File: src/rtl/core/mdra_pkg.sv
// Shared constants, codes and control structs of the dirty-region accumulator.
package mdra_pkg;

  localparam int TILE_SHIFT_DEF = 5;
  localparam int GRID_W_DEF     = 64;
  localparam int GRID_H_DEF     = 64;

  localparam int PIX_W       = 16;
  localparam int PIX_END_W   = 17;
  localparam int TILE_IDX_W  = 12;
  localparam int ORIGIN_W    = 11;
  localparam int CFG_IDX_W   = 2;
  localparam int STATUS_W    = 2;
  localparam int BOX_W       = 6;
  localparam int COORD_W     = 17;

  localparam logic CMD_ADD  = 1'b0;
  localparam logic CMD_READ = 1'b1;

  localparam logic [STATUS_W-1:0] ST_OK   = 2'd0;
  localparam logic [STATUS_W-1:0] ST_CLIP = 2'd1;
  localparam logic [STATUS_W-1:0] ST_SKIP = 2'd2;

  localparam logic [CFG_IDX_W-1:0] CFG_ORIGIN_X = 2'd0;
  localparam logic [CFG_IDX_W-1:0] CFG_ORIGIN_Y = 2'd1;

  typedef struct packed {
    logic load;
    logic calc;
    logic init;
    logic step;
    logic rd_tile;
    logic emit_add;
    logic emit_rd;
    logic clear_wr;
  } mdra_cmd_t;

  typedef struct packed {
    logic cmd_rd;
    logic skip;
    logic last;
    logic clear_last;
  } mdra_stat_t;

endpackage

File: src/rtl/core/mdra_ctrl.sv
// Sequencer for clearing, add and read commands of the dirty-region accumulator.
module mdra_ctrl (
  input  logic               clk,
  input  logic               rst_n,
  input  logic               start,
  output logic               busy,
  output logic               out_valid,
  output mdra_pkg::mdra_cmd_t cmd,
  input  mdra_pkg::mdra_stat_t stat
);

  localparam logic [2:0] S_CLEAR = 3'd0;
  localparam logic [2:0] S_IDLE  = 3'd1;
  localparam logic [2:0] S_CALC  = 3'd2;
  localparam logic [2:0] S_INIT  = 3'd3;
  localparam logic [2:0] S_RUN   = 3'd4;
  localparam logic [2:0] S_DRAIN = 3'd5;
  localparam logic [2:0] S_RDOUT = 3'd6;

  logic [2:0] state_r;
  logic [2:0] state_nxt;
  logic       out_valid_r;

  always_comb begin
    state_nxt = state_r;
    cmd       = '0;
    unique case (state_r)
      S_CLEAR: begin
        cmd.clear_wr = 1'b1;
        if (stat.clear_last) begin
          state_nxt = S_IDLE;
        end
      end
      S_IDLE: begin
        if (start) begin
          cmd.load  = 1'b1;
          state_nxt = S_CALC;
        end
      end
      S_CALC: begin
        cmd.calc = 1'b1;
        if (stat.cmd_rd) begin
          cmd.rd_tile = 1'b1;
          state_nxt   = S_RDOUT;
        end else begin
          state_nxt = S_INIT;
        end
      end
      S_INIT: begin
        if (stat.skip) begin
          cmd.emit_add = 1'b1;
          state_nxt    = S_IDLE;
        end else begin
          cmd.init  = 1'b1;
          state_nxt = S_RUN;
        end
      end
      S_RUN: begin
        cmd.step = 1'b1;
        if (stat.last) begin
          state_nxt = S_DRAIN;
        end
      end
      S_DRAIN: begin
        cmd.emit_add = 1'b1;
        state_nxt    = S_IDLE;
      end
      S_RDOUT: begin
        cmd.emit_rd = 1'b1;
        state_nxt   = S_IDLE;
      end
      default: begin
        state_nxt = S_IDLE;
      end
    endcase
  end

  always_ff @(posedge clk) begin
    if (!rst_n) begin
      state_r     <= S_CLEAR;
      out_valid_r <= 1'b0;
    end else begin
      state_r     <= state_nxt;
      out_valid_r <= cmd.emit_add | cmd.emit_rd;
    end
  end

  assign busy      = (state_r != S_IDLE);
  assign out_valid = out_valid_r;

endmodule

File: config.mk
export PLATFORM = sky130hd
export DESIGN_NAME = mdra_ctrl
export DESIGN_NICKNAME = d
export VERILOG_FILES = /design/src/rtl/core/mdra_pkg.sv /design/src/rtl/core/mdra_ctrl.sv
export SDC_FILE = /design/constraint.sdc
export NUM_CORES = 1
export LEC_CHECK = 0
export ABC_AREA = 1
export ABC_CLOCK_PERIOD_IN_PS = 2070
export BUFFER_PORTS_ARGS = -buffer_cell sky130_fd_sc_hd__buf_2
export CAP_MARGIN = 30
export CORE_AREA = 2 2 39 41
export CTS_CLUSTER_SIZE = 20
export DETAILED_ROUTE_END_ITERATION = 8
export DIE_AREA = 0 0 41 43
export SLEW_MARGIN = 10
export SYNTH_ARGS = -nofsm -noshare
export SYNTH_HDL_FRONTEND = slang
export SYNTH_SLANG_ARGS = --single-unit
export TNS_END_PERCENT = 20
File: constraint.sdc
create_clock -name clk -period 2.07 [get_ports clk]
set_input_delay 0.1035 -clock clk [delete_from_list [all_inputs] [get_ports clk]]
set_output_delay 0.1035 -clock clk [all_outputs]
set_load 0.02 [all_outputs]
Word-level counts from Yosys, hierarchy flattened
Index checks and enable logic that the tools add are counted.
{"block": "totals", "ff_bits": 4, "input_bits": 7, "output_inout_bits": 10, "elab_cells": 33}
{"block": "classes", "n_eq_ne": 10, "mux": 18, "bitwise_logic": 1, "n_reduce_logical": 2}
{"operator": "$mux 3", "n": 5}
{"operator": "$pmux 3 s5", "n": 1}
{"operator": "$mux 1", "n": 11}
{"operator": "$eq 3x3->1 const B", "n": 3}
{"operator": "$eq 3x2->1 const B", "n": 2}
{"operator": "$ne 2x2->1 const B", "n": 3}
{"operator": "$eq 3x1->1 const B", "n": 1}
{"operator": "$logic_not 3->1", "n": 1}
{"operator": "$ne 3x1->1 const B", "n": 1}
{"operator": "$reduce_and 3->1", "n": 1}
{"operator": "$pmux 1 s2", "n": 1}
{"operator": "$or 1x1->1", "n": 1}

Depth between registers and ports, before layout
Gate-level depths: netlist of run 1.
{"block": "logic_depth", "word_depth": 3, "ltp_mapped": 7, "depth_no_buf": 7}

Worst setup path before layout of run 1
Ideal clock, no wire load.
{"block": "synth_timing", "path_kind": "register to output", "startpoint": "register state_r[0]", "endpoint": "output cmd[7] in the netlist's numbering", "arrival_ps": 1064, "t_required_ps": 1966, "slack_ps": 902, "stages_incl_launch_ff": 5, "path_buffers": 0, "cell_sequence": "dfxtp_1 inv_2 nor2_1 nand2_1 nor2_1"}
{"element": "from (decl)", "line": "mdra_ctrl.sv:20", "rtl": "logic [2:0] state_r;"}
{"element": "from (signal assigned)", "line": "mdra_ctrl.sv:83", "rtl": "state_r <= state_nxt;"}
{"element": "to (decl)", "line": "mdra_ctrl.sv:8", "rtl": "output mdra_pkg::mdra_cmd_t cmd,"}

==> summary.md, run 1 <==
| Metric | Value |
|---|---|
| Final setup fails | 0 |
| Clock Skews | about 0.001 ns |
| GRT Util Overall | 0.0934 |
| Critical path, cell by cell | inv_1, nor2_1, buf_2 |
| DR vias | between 300 and 400 |
| Cell count after synthesis | 49 |
| Overflow after GRT | 0 |
| Tcrit/Tclk final | 0.640 |
| Post-CTS setup buffers | 0 |
| Vias in the first global route | 299 |
| Clock Latency Late Sink | approximately 0.23 ns |
| Yosys warns | 0 |
| Worst R2R Setup Slack | between 0.9 and 1 ns |
| CP max stage cell | dfxtp_1 |
| Setup_tns | 0 ns |
| Post-DRT Antenna Nets | 0 |
| Worst flop-to-flop path endpoint | state_r[0] |
| Max FO, Critical Path | 8 |
| Status | completed |
| Ratio of cells with drive above 1 in the final layout | 0.343 |
| CP max stage delay | 0.47 ns |
| CTS tree | done |
| Yosys reg bits | 4 |
| WP data arrival | around 1.2 ns |
| Final Non-Filler Cells | 83 |
| Die area | about 1800 sq um |
| CP required | a little under 2 ns |
| Cell Area, Synth | between 200 and 300 sq um |
| Post-CTS sizing | 0 |
| Routed len/inst | 8.14 um |
| Starting DRT DRC Count | 6 |
| Class of the worst hold path | in2reg |
| Port bufs | 16 |
| CORE AREA | around 1400 sq um |
| Critical R2R Launch | state_r[2] |
| Max Transition Viols Final | 0 |
| I/O pins | 17 |
| Area Overhead vs Synth | 41.8% |
| Worst Setup EP | cmd[1] |
| Hold Vio Cnt, Final | 0 |
| Syn Nets | 56 |
| CP Depth | 3 |
| Root buf cell | clkbuf_4 |
| Kind of critical path | reg2out |
| H-tree level count | 1 |
| Syn Area/Cell | roughly 5.6 sq um |
| Fmax | 755 MHz |
| DRT Pass-1 Iters | 2 |
| Worst Reg-to-Reg Cells | 5 |
| Final worst path period need | 1.33 ns |
| CTS clk-pin slew, worst paths | ~0.040 ns |
| Via-per-instance ratio | 4.02 |
| Layout Nets | 76 |
| Rel. slew slack | 0.811 |
| Max IR drop VDD | ~0.21 mV |
| Overall die height | 43 um |
| CP Capture Type | output port |
| TritonCTS buffer count | 3 |
| Largest net degree at the start of global routing | 9 |
| GP Congestion | ~0.84 |
| DRC Markers | 0 |
| Final wirelength | between 600 and 700 um |
| Total clock sinks | 4 |
| Delay-heaviest family, CP | flip-flops |
| Synth unique cells | 11 |
| Pwr/cell area | 883 nW/um^2 |
| Antenna Cells | 0 |
| Leakage power | approximately 0.27 nW |
| CP Buf/Inv Count | 2 |
| Area after DPL | around 370 sq um |
| DP Cell Count | 80 |
| Final Instance Area | between 300 and 400 sq um |
| Worst slew pin tran | approximately 0.28 ns |
| RSZ-0062 raised after global routing | false |
| Initial Utilization | 0.199 |
| Hold_buf cts | 0 |
| # rows | 14 |
| Clock Path Buffers | 2 |
| Startpoint types | flip-flop |
| Die Span X | ~41 um |
| Detail Placement HPWL | 548 um |
| Beginning of the critical path | state_r[2] |
| Initial antenna violation count | 0 |
| Seq/Total Area, Yosys | 0.291 |
| Max capacitance violation total | 0 |
| First-pass GRT wire length | 1.11 mm |
-- state kept, by name (all words and copies together), names as in the netlist --
name and count:
state_r 3, out_valid 1
-- cells by family (layout without fill, tap and decap cells) --
logic type,count (synthesis),after routing,share of synthesized area
DFF,4,4,0.291
buffers and inverters,14,32,0.205
AOI/OAI and AO/OA,1,1,0.0182
and+or+nand+nor,30,30,0.486
-- final cells by class --
| class | count | area (sq um) |
|---|---|---|
| fillers | 162 | 993 |
| well taps | 16 | 20.0 |
| clock buffers | 3 | 22.5 |
| inverters | 13 | 48.8 |
| repair buffers | 16 | 80.1 |
| multi-input cells | 31 | 139 |
| flip-flops and latches | 4 | 80.1 |
-- cells in the final DEF, fill, tap and decap left out --
master / synthesis / final
clkbuf_4: 0 / 3
nand3_1: 7 / 7
nor2_2: 3 / 3
dfxtp_1: 4 / 4
o21ai_1: 1 / 1
nor3_1: 2 / 2
nor2_1: 6 / 6
inv_1: 12 / 12
inv_2: 1 / 1
nand4_1: 1 / 1
buf_2: 0 / 16
nand2_1: 11 / 11
-- worst min path at each step --
| stage | from | cells past startpoint | end | slack (ns) |
|---|---|---|---|---|
| 2_1_floorplan | rst_n | 2 | state_r[2] | 0.20 |
| 3_3_place_gp | rst_n | 3 | state_r[2] | 0.36 |
| 3_5_place_dp | rst_n | 3 | state_r[2] | 0.34 |
| 4_1_cts | rst_n | 3 | state_r[2] | 0.1 |
| 5_1_grt | rst_n | 3 | state_r[2] | 0.12 |
| 6_report | rst_n | 3 | state_r[2] | 0.10 |
-- synthesized netlist by cell type, drive strengths merged --
cell type,instances,share of area
nand3,7,0.13
nand4,1,0.023
dfxtp,4,0.29
nand2,11,0.15
nor2,9,0.15
inv,13,0.18
buf,1,0.027
nor3,2,0.036
o21ai,1,0.018
-- metal layers --
layer  vias to the layer above  wire, um  global-route usage  part of all wire
met1                       136       301               0.116              0.45
li1                        186         -                   -                 -
met3                         2        36              0.0157             0.053
met4                         0        13              0.0800             0.019
met5                         -         0                   0                 0
met2                        10       324               0.131              0.48
-- worst reg2reg max path: cells and delay by family, from the launching register on --
kind,cells,cell delay [ns]
buf+inv,1,0.16
simple gates,4,0.38
flops,1,0.47
-- per-stage QoR --
step / hold slack (ns) / setup WS [ns] / power [mW] / util
final: 0.102 / 0.745 / 0.345 / 0.282
after floorplan: 0.201 / 0.902 / 0.206 / -
after CTS: 0.0991 / 0.745 / 0.348 / 0.282
after global routing: 0.125 / 0.642 / 0.373 / 0.282
after detailed placement: 0.341 / 0.975 / 0.246 / 0.266
after global placement: 0.358 / 1.01 / 0.246 / 0.266
-- report_power, final --
group	total [mW]	switching (mW)	internal [mW]
Clock	0.0990	0.0340	0.0650
Sequential	0.104	0.0158	0.0884
Combinational	0.141	0.0931	0.0484
No activity file was read; power rests on OpenSTA's default activity.
==> run 2, diff against run 1 <==
- ABC_AREA: 1 -> 0
- ABC_CLOCK_PERIOD_IN_PS: 2070 -> 1300
- clock period: 2.07 -> 1.3 ns (I/O delays scaled with it)
==> run 2 against run 1 <==
First-iteration DRC count decreased by 83%; power grew 24%; non-clock buffer count rose by 2; global-route usage up 0.60 points; combinational power down 13%; wire length down 2.4%; cell count down 18%; clock-buffer cell count did not move; cell area grew 6.4%; largest cell class unchanged; clock power grew 52%.
==> summary.md, run 2 <==
| Metric | Value |
|---|---|
| Status | completed (unchanged) |
| Starting DRT DRC Count | 1 (was 6) |
| First-pass GRT wire length | 1.17 mm (was 1.11 mm) |
| Pwr/cell area | 1030 nW/um^2 (was 883 nW/um^2) |
| Top-area cell type share of the netlist area | 0.277 (was 0.291) |
| Die area | 1760 sq um (unchanged) |
| Cell count after synthesis | 34 (was 49) |
| WP data arrival | 1.15 ns (was 1.22 ns) |
| CP Capture Type | output port (unchanged) |
| H-tree level count | 1 (unchanged) |
| Cell Area, Synth | 289 sq um (was 275 sq um) |
| Leakage power | 0.202 nW (was 0.267 nW) |
| Seq/Total Area, Yosys | 0.277 (was 0.291) |
| Yosys warns | 0 (unchanged) |
| Final worst path period need | 1.21 ns |
| Hold_buf cts | 0 (unchanged) |
| Max capacitance violation total | 0 (unchanged) |
| DRT Pass-1 Iters | 2 (unchanged) |
| Hold depth | 2 (was 3) |
| Post-synth EDFFs | 0 (unchanged) |
| Synth top area cells | dfxtp_1 (28%), nand2_1 (5.2%), and4bb_1 (4.3%), nand2b_1 (4.3%), nor3b_2 (4.3%) (was dfxtp_1 (29%), inv_1 (16%), nand2_1 (15%), nand3_1 (13%), nor2_1 (8.2%)) |
| Rel. slew slack | 0.853 (was 0.811) |
| Async S/R FF share, synth | 0 (unchanged) |
| I/O pins | 17 (unchanged) |
| Layout Nets | 61 (was 76) |
| Die Span X | 41 um (unchanged) |
| Post-DRT Antenna Nets | 0 (unchanged) |
| Vias in the first global route | 284 (was 299) |
| Most common cell after layout, fill and taps aside | buf_2 (unchanged) |
| Max IR drop VDD | 0.439 mV (was 0.210 mV) |
| Top cells by count, synth | dfxtp_1 (4), nand2_1 (4), nand2b_1 (2), nor2_1 (2), nor3_1 (2) (was inv_1 (12), nand2_1 (11), nand3_1 (7)) |
| Synth area leader | dfxtp_1 (unchanged) |
| Fmax | roughly 820 MHz |
| Synth unique cells | 25 (was 11) |
| Worst slew pin tran | 0.219 ns (was 0.283 ns) |
| Clock Path Buffers | 2 (unchanged) |
| Routed len/inst | 9.71 um (was 8.14 um) |
| CP required | 1.24 ns (was 1.97 ns) |
| Initial antenna violation count | 0 (unchanged) |
| GP Congestion | 0.719 (was 0.839) |
| Class of the worst hold path | in2reg (unchanged) |
| Clock Latency Late Sink | 0.23 ns (about the same) |
| TritonCTS buffer count | 3 (unchanged) |
| Largest net degree at the start of global routing | 13 (was 9) |
| Antenna Cells | 0 (unchanged) |
| GRT Util Overall | 0.0994 (was 0.0934) |
| CORE AREA | 1380 sq um (unchanged) |
| Final Non-Filler Cells | 68 (was 83) |
| Hold Vio Cnt, Final | 0 (unchanged) |
| Initial Utilization | 0.209 (was 0.199) |
| Port bufs | 16 (unchanged) |
| Worst Reg-to-Reg Cells | 4 (was 5) |
| Overall die height | 43 um (unchanged) |
| Final setup fails | 0 (unchanged) |
| Primary FF master, synth | dfxtp_1 (unchanged) |
| Yosys reg bits | 4 (unchanged) |
| DRC Markers | 0 (unchanged) |
| Via-per-instance ratio | 4.40 (was 4.02) |
| RSZ-0062 raised after global routing | false (unchanged) |
| Overflow after GRT | 0 (unchanged) |
| Syn Nets | 41 (was 56) |
| Design Power | 0.427 mW (was 0.345 mW) |
| Startpoint types | flip-flop (unchanged) |
| DP Cell Count | 64 (was 80) |
| Area Overhead vs Synth | 43.7% (was 41.8%) |
| Setup_tns | 0 ns (unchanged) |
| # rows | 14 (unchanged) |
| Ratio of cells with drive above 1 in the final layout | 0.538 (was 0.343) |
| Kind of critical path | reg2out (unchanged) |
| Commonest non-fill, non-tap cells in the layout | buf_2 (15), nand2_1 (4), clkbuf_4 (3), buf_4 (3) (was buf_2 (16), inv_1 (12), nand2_1 (11)) |
| Tcrit/Tclk final | 0.934 |
| Detail Placement HPWL | 526 um (was 548 um) |
| Fin Hold WS | 0.0930 ns (was 0.102 ns) |
| Max FO, Critical Path | 11 (was 8) |
| Syn Area/Cell | 8.50 sq um (was 5.62 sq um) |
| Clock Skews | 0.00128 ns (was 0.00102 ns) |
| CTS tree | done (unchanged) |
| Total clock sinks | 4 (unchanged) |
| Largest register FFs | 3 (unchanged) |
| DR vias | 299 (was 334) |
| Top reg by flops | state_r (unchanged) |
| Root buf cell | clkbuf_4 (unchanged) |
| Final wirelength | 660 um (was 676 um) |
| Max Transition Viols Final | 0 (unchanged) |
| CTS clk-pin slew, worst paths | 0.04 ns (about the same) |
run 2: changes by cell type after synthesis, sizes merged, moves of 2 or more:
cell	delta
buf	+2
nand3	-7
nor2	-6
and2	+2
nand2	-7
nand2b	+2
inv	-13
run 2: routing by layer:
metal  up-vias  share of wire  track usage
met5         -              0            0
li1        157              -            -
met4         0              0       0.0800
met3         0          0.053       0.0157
met2         5           0.57        0.147
met1       137           0.37        0.119
run 2: power breakdown:
part           total, mW  internal, mW  switching [mW]
Clock              0.150         0.103          0.0467
Combinational      0.122        0.0576          0.0640
Sequential         0.156         0.134          0.0216
Total              0.427         0.295           0.132
run 2: area by class of cell:
class	instances	area, sq um
Fill cell	166	968
Multi-Input combinational cell	27	189
Timing Repair Buffer	18	97.6
Sequential cell	4	86.3
Clock buffer	3	22.5
Tap cell	16	20.0
run 2: critical path: stages, from the launching register on:
cell,delay (ns)
dfxtp_2,0.36
nand2b_1,0.19
nor3b_2,0.20
buf_4,0.17
run 2: cell families (layout without fill, tap and decap cells):
logic type      Yosys count  in the layout  synth area share
mux                       1              1            0.0346
compound gates            7              7             0.186
flops                     4              4             0.277
buf+inv                   3             21            0.0822
simple gates             19             19             0.420
run 2: through the flow:
step                      worst slack [ns]   util  cell area, sq um
after floorplan                      0.105      -               289
after global placement               0.100  0.269               373
after detailed placement            0.0806  0.269               373
after CTS                          0.00706  0.294               407
after global routing               0.00638  0.300               415
final                               0.0861  0.300               415
run 2: path summary, 6_finish.rpt:
check | startpoint | to | slack [ns]
setup / recovery | state_r[0] | cmd[3] | 0.09
hold / removal | rst_n | state_r[2] | 0.09
setup reg to reg | state_r[0] | state_r[2] | 0.18
hold reg to reg | state_r[2] | state_r[1] | 0.61
run 2: repair_timing:
item,4_1_cts,5_1_grt
setup buffers,1,0
endpoints found under the setup margin,3,9
pin swaps,1,0
gates resized for setup,2,4
==> run 3, diff against run 2 <==
--- a/config.mk
+++ b/config.mk
@@ -10,8 +10,11 @@
 export BUFFER_PORTS_ARGS = -buffer_cell sky130_fd_sc_hd__buf_2
 export CAP_MARGIN = 30
+export CELL_PAD_IN_SITES_DETAIL_PLACEMENT = 0
+export CELL_PAD_IN_SITES_GLOBAL_PLACEMENT = 1
 export CORE_AREA = 2 2 39 41
 export CTS_CLUSTER_SIZE = 20
 export DETAILED_ROUTE_END_ITERATION = 8
 export DIE_AREA = 0 0 41 43
+export PLACE_DENSITY = 0.67
 export SLEW_MARGIN = 10
 export SYNTH_ARGS = -nofsm -noshare
==> constraint.sdc (replaced) <==
create_clock -name clk -period 1.3 [get_ports clk]
set_input_delay 0.065 -clock clk [delete_from_list [all_inputs] [get_ports clk]]
set_output_delay 0.065 -clock clk [all_outputs]
set_load 0.1 [all_outputs]
==> run 3 against run 2 <==
Setup slack worse by 0.081 ns; cell count is 7.4% higher; critical path depth stayed put; first-iteration DRC count grew to 3.0 times the previous value; sequential power hardly changed; cell area is 53% higher; clock power is 6% higher; flip-flop and latch count stayed put; wire length is 17% higher; highest routed layer unchanged.
==> summary.md, run 3 (same netlist as run 2, synthesis figures left out) <==
| Metric | Value |
|---|---|
| Ratio of cells with drive above 1 in the final layout | 0.667 (was 0.538) |
| CORE AREA | 1380 sq um (unchanged) |
| Clock Skews | 0.000419 ns (was 0.00128 ns) |
| Hold Vio Cnt, Final | 0 (unchanged) |
| First-pass GRT wire length | 1.11 mm (was 1.17 mm) |
| Die area | 1760 sq um (unchanged) |
| Largest register FFs | 3 (unchanged) |
| Kind of critical path | reg2out (unchanged) |
| Final Non-Filler Cells | 73 (was 68) |
| Most common cell after layout, fill and taps aside | buf_12 (was buf_2) |
| Max FO, Critical Path | 7 (was 11) |
| Largest net degree at the start of global routing | 11 (was 13) |
| CP required | 1.24 ns (about the same) |
| Hold_buf cts | 0 (unchanged) |
| Starting DRT DRC Count | 3 (was 1) |
| DRT Pass-1 Iters | 4 (was 2) |
| Worst R2R Setup Slack | 0.14 ns (was 0.18 ns) |
| RSZ-0062 raised after global routing | true (was false) |
| Root buf cell | clkbuf_4 (unchanged) |
| Pwr/cell area | 1100 nW/um^2 (was 1030 nW/um^2) |
| Tcrit/Tclk final | 0.996 (was 0.934) |
| WP data arrival | 1.23 ns (was 1.15 ns) |
| I/O pins | 17 (unchanged) |
| Setup_tns | 0 ns (unchanged) |
| Seq. cell area | 86.3 sq um (unchanged) |
| Area of the multi-input gates | 238 sq um (was 189 sq um) |
| Hold depth | 2 (unchanged) |
| Min-Delay Endpoint | state_r[2] (unchanged) |
| GRT Util Overall | 0.0973 (was 0.0994) |
| Commonest non-fill, non-tap cells in the layout | buf_12 (9), buf_2 (7), buf_4 (7) (was buf_2 (15), nand2_1 (4), clkbuf_4 (3), buf_4 (3)) |
| GP Congestion | 0.716 (was 0.719) |
| Detail Placement HPWL | 597 um (was 526 um) |
| TritonCTS buffer count | 3 (unchanged) |
| Worst slew pin tran | 0.485 ns (was 0.219 ns) |
| CTS clk-pin slew, worst paths | 0.04 ns (about the same) |
| Final wirelength | 773 um (was 660 um) |
| Fin Hold WS | 0.0915 ns (was 0.0930 ns) |
| Design Power | 0.697 mW (was 0.427 mW) |
| Max capacitance violation total | 0 (unchanged) |
| DRC Markers | 0 (unchanged) |
| DR vias | 326 (was 299) |
| Overflow after GRT | 0 (unchanged) |
| Initial Utilization | 0.209 (unchanged) |
| Leakage power | 0.271 nW (was 0.202 nW) |
| Max Transition Viols Final | 0 (unchanged) |
| Min-Delay Startpoint | rst_n (unchanged) |
| Rel. slew slack | 0.679 (was 0.853) |
| Area after DPL | 581 sq um (was 373 sq um) |
| Clock Latency Late Sink | 0.24 ns (was 0.23 ns) |
| Initial antenna violation count | 0 (unchanged) |
| Post-DRT Antenna Nets | 0 (unchanged) |
| Worst Reg-to-Reg Cells | 4 (unchanged) |
| DP Cell Count | 67 (was 64) |
| Area Overhead vs Synth | 119% (was 43.7%) |
| Antenna Cells | 0 (unchanged) |
| Vias in the first global route | 290 (was 284) |
| Final worst path period need | 1.29 ns (was 1.21 ns) |
| Overall die height | 43 um (unchanged) |
| # rows | 14 (unchanged) |
| Routed len/inst | 10.6 um (was 9.71 um) |
| Via-per-instance ratio | 4.47 (was 4.40) |
| Critical path, cell by cell | nand2b_4, nor3b_4, buf_12 (was nand2b_1, nor3b_2, buf_4) |
| Max IR drop VDD | 0.542 mV (was 0.439 mV) |
| Fill count | 140 (was 166) |
| Worst flop-to-flop path endpoint | state_r[0] (was state_r[2]) |
| Layout Nets | 66 (was 61) |
| Die Span X | 41 um (unchanged) |
| Class of the worst hold path | in2reg (unchanged) |
| Clock Path Buffers | 2 (unchanged) |
| Critical R2R Launch | state_r[0] (unchanged) |
| CTS tree | done (unchanged) |
| CP max stage cell | dfxtp_4 (was dfxtp_2) |
| Status | completed (unchanged) |
| Top reg by flops | state_r (unchanged) |
| Startpoint types | flip-flop (unchanged) |
| Final Instance Area | 634 sq um (was 415 sq um) |
| CP max stage delay | 0.36 ns (about the same) |
| Port bufs | 16 (unchanged) |
| CP Capture Type | output port (unchanged) |
| H-tree level count | 1 (unchanged) |
| Final setup fails | 0 (unchanged) |
| Fmax | 772 MHz (was 824 MHz) |
| Total clock sinks | 4 (unchanged) |
[run 3: cell count changes in the layout (fill, tap and decap cells not counted), moves of 2 or more]
cell,previous run,this run
buf_12,0,9
buf_2,15,7
buf_4,3,7
nor3_1,2,0
nor3_4,0,2
[run 3: through the flow]
stage           util  worst slack [ns]
2_1_floorplan      -            -0.421
3_3_place_gp   0.420             0.124
3_5_place_dp   0.420            0.0973
4_1_cts        0.439          -0.00276
5_1_grt        0.458           -0.0434
6_report       0.458           0.00530
[run 3: cell type report]
| type | instances | area share |
|---|---|---|
| Sequential cell | 4 | 0.136 |
| Tap cell | 16 | 0.0316 |
| Timing Repair Buffer | 23 | 0.422 |
| Multi-Input combinational cell | 27 | 0.375 |
| Clock buffer | 3 | 0.0355 |
[run 3: how the worst max path moves through the flow]
| stage | startpoint | end | slack [ns] | depth (start not counted) |
|---|---|---|---|---|
| after floorplan | state_r[0] | state_r[2] | -0.42 | 4 |
| after global placement | state_r[1] | state_r[0] | 0.12 | 3 |
| after detailed placement | state_r[1] | state_r[0] | 0.1 | 3 |
| after CTS | state_r[2] | cmd[3] | -0.003 | 3 |
| after global routing | state_r[0] | cmd[3] | -0.04 | 3 |
| final | state_r[0] | cmd[3] | 0.005 | 3 |
[run 3: critical path: cells and delay by family, from the launching register on]
family / cells / cell delay, ns
flops: 1 / 0.36
buf+inv: 1 / 0.21
simple gates: 2 / 0.42
[run 3: per-layer routing]
layer	global-route usage	up-vias	wire length (um)
li1	-	168	-
met1	0.119	144	329
met2	0.122	14	374
met3	0.0314	0	69
met4	0.100	0	0
met5	0	-	0
[run 3: power breakdown]
group / switching, mW / internal (mW)
Sequential: 0.0178 / 0.135
Combinational: 0.231 / 0.154
Clock: 0.0550 / 0.104
[run 3: what timing repair did]
item,in CTS,in global routing
pin swaps,1,1
buffers inserted,0,3
endpoints found under the hold margin,0,0
resized for setup,3,2
endpoints found under the setup margin,6,7
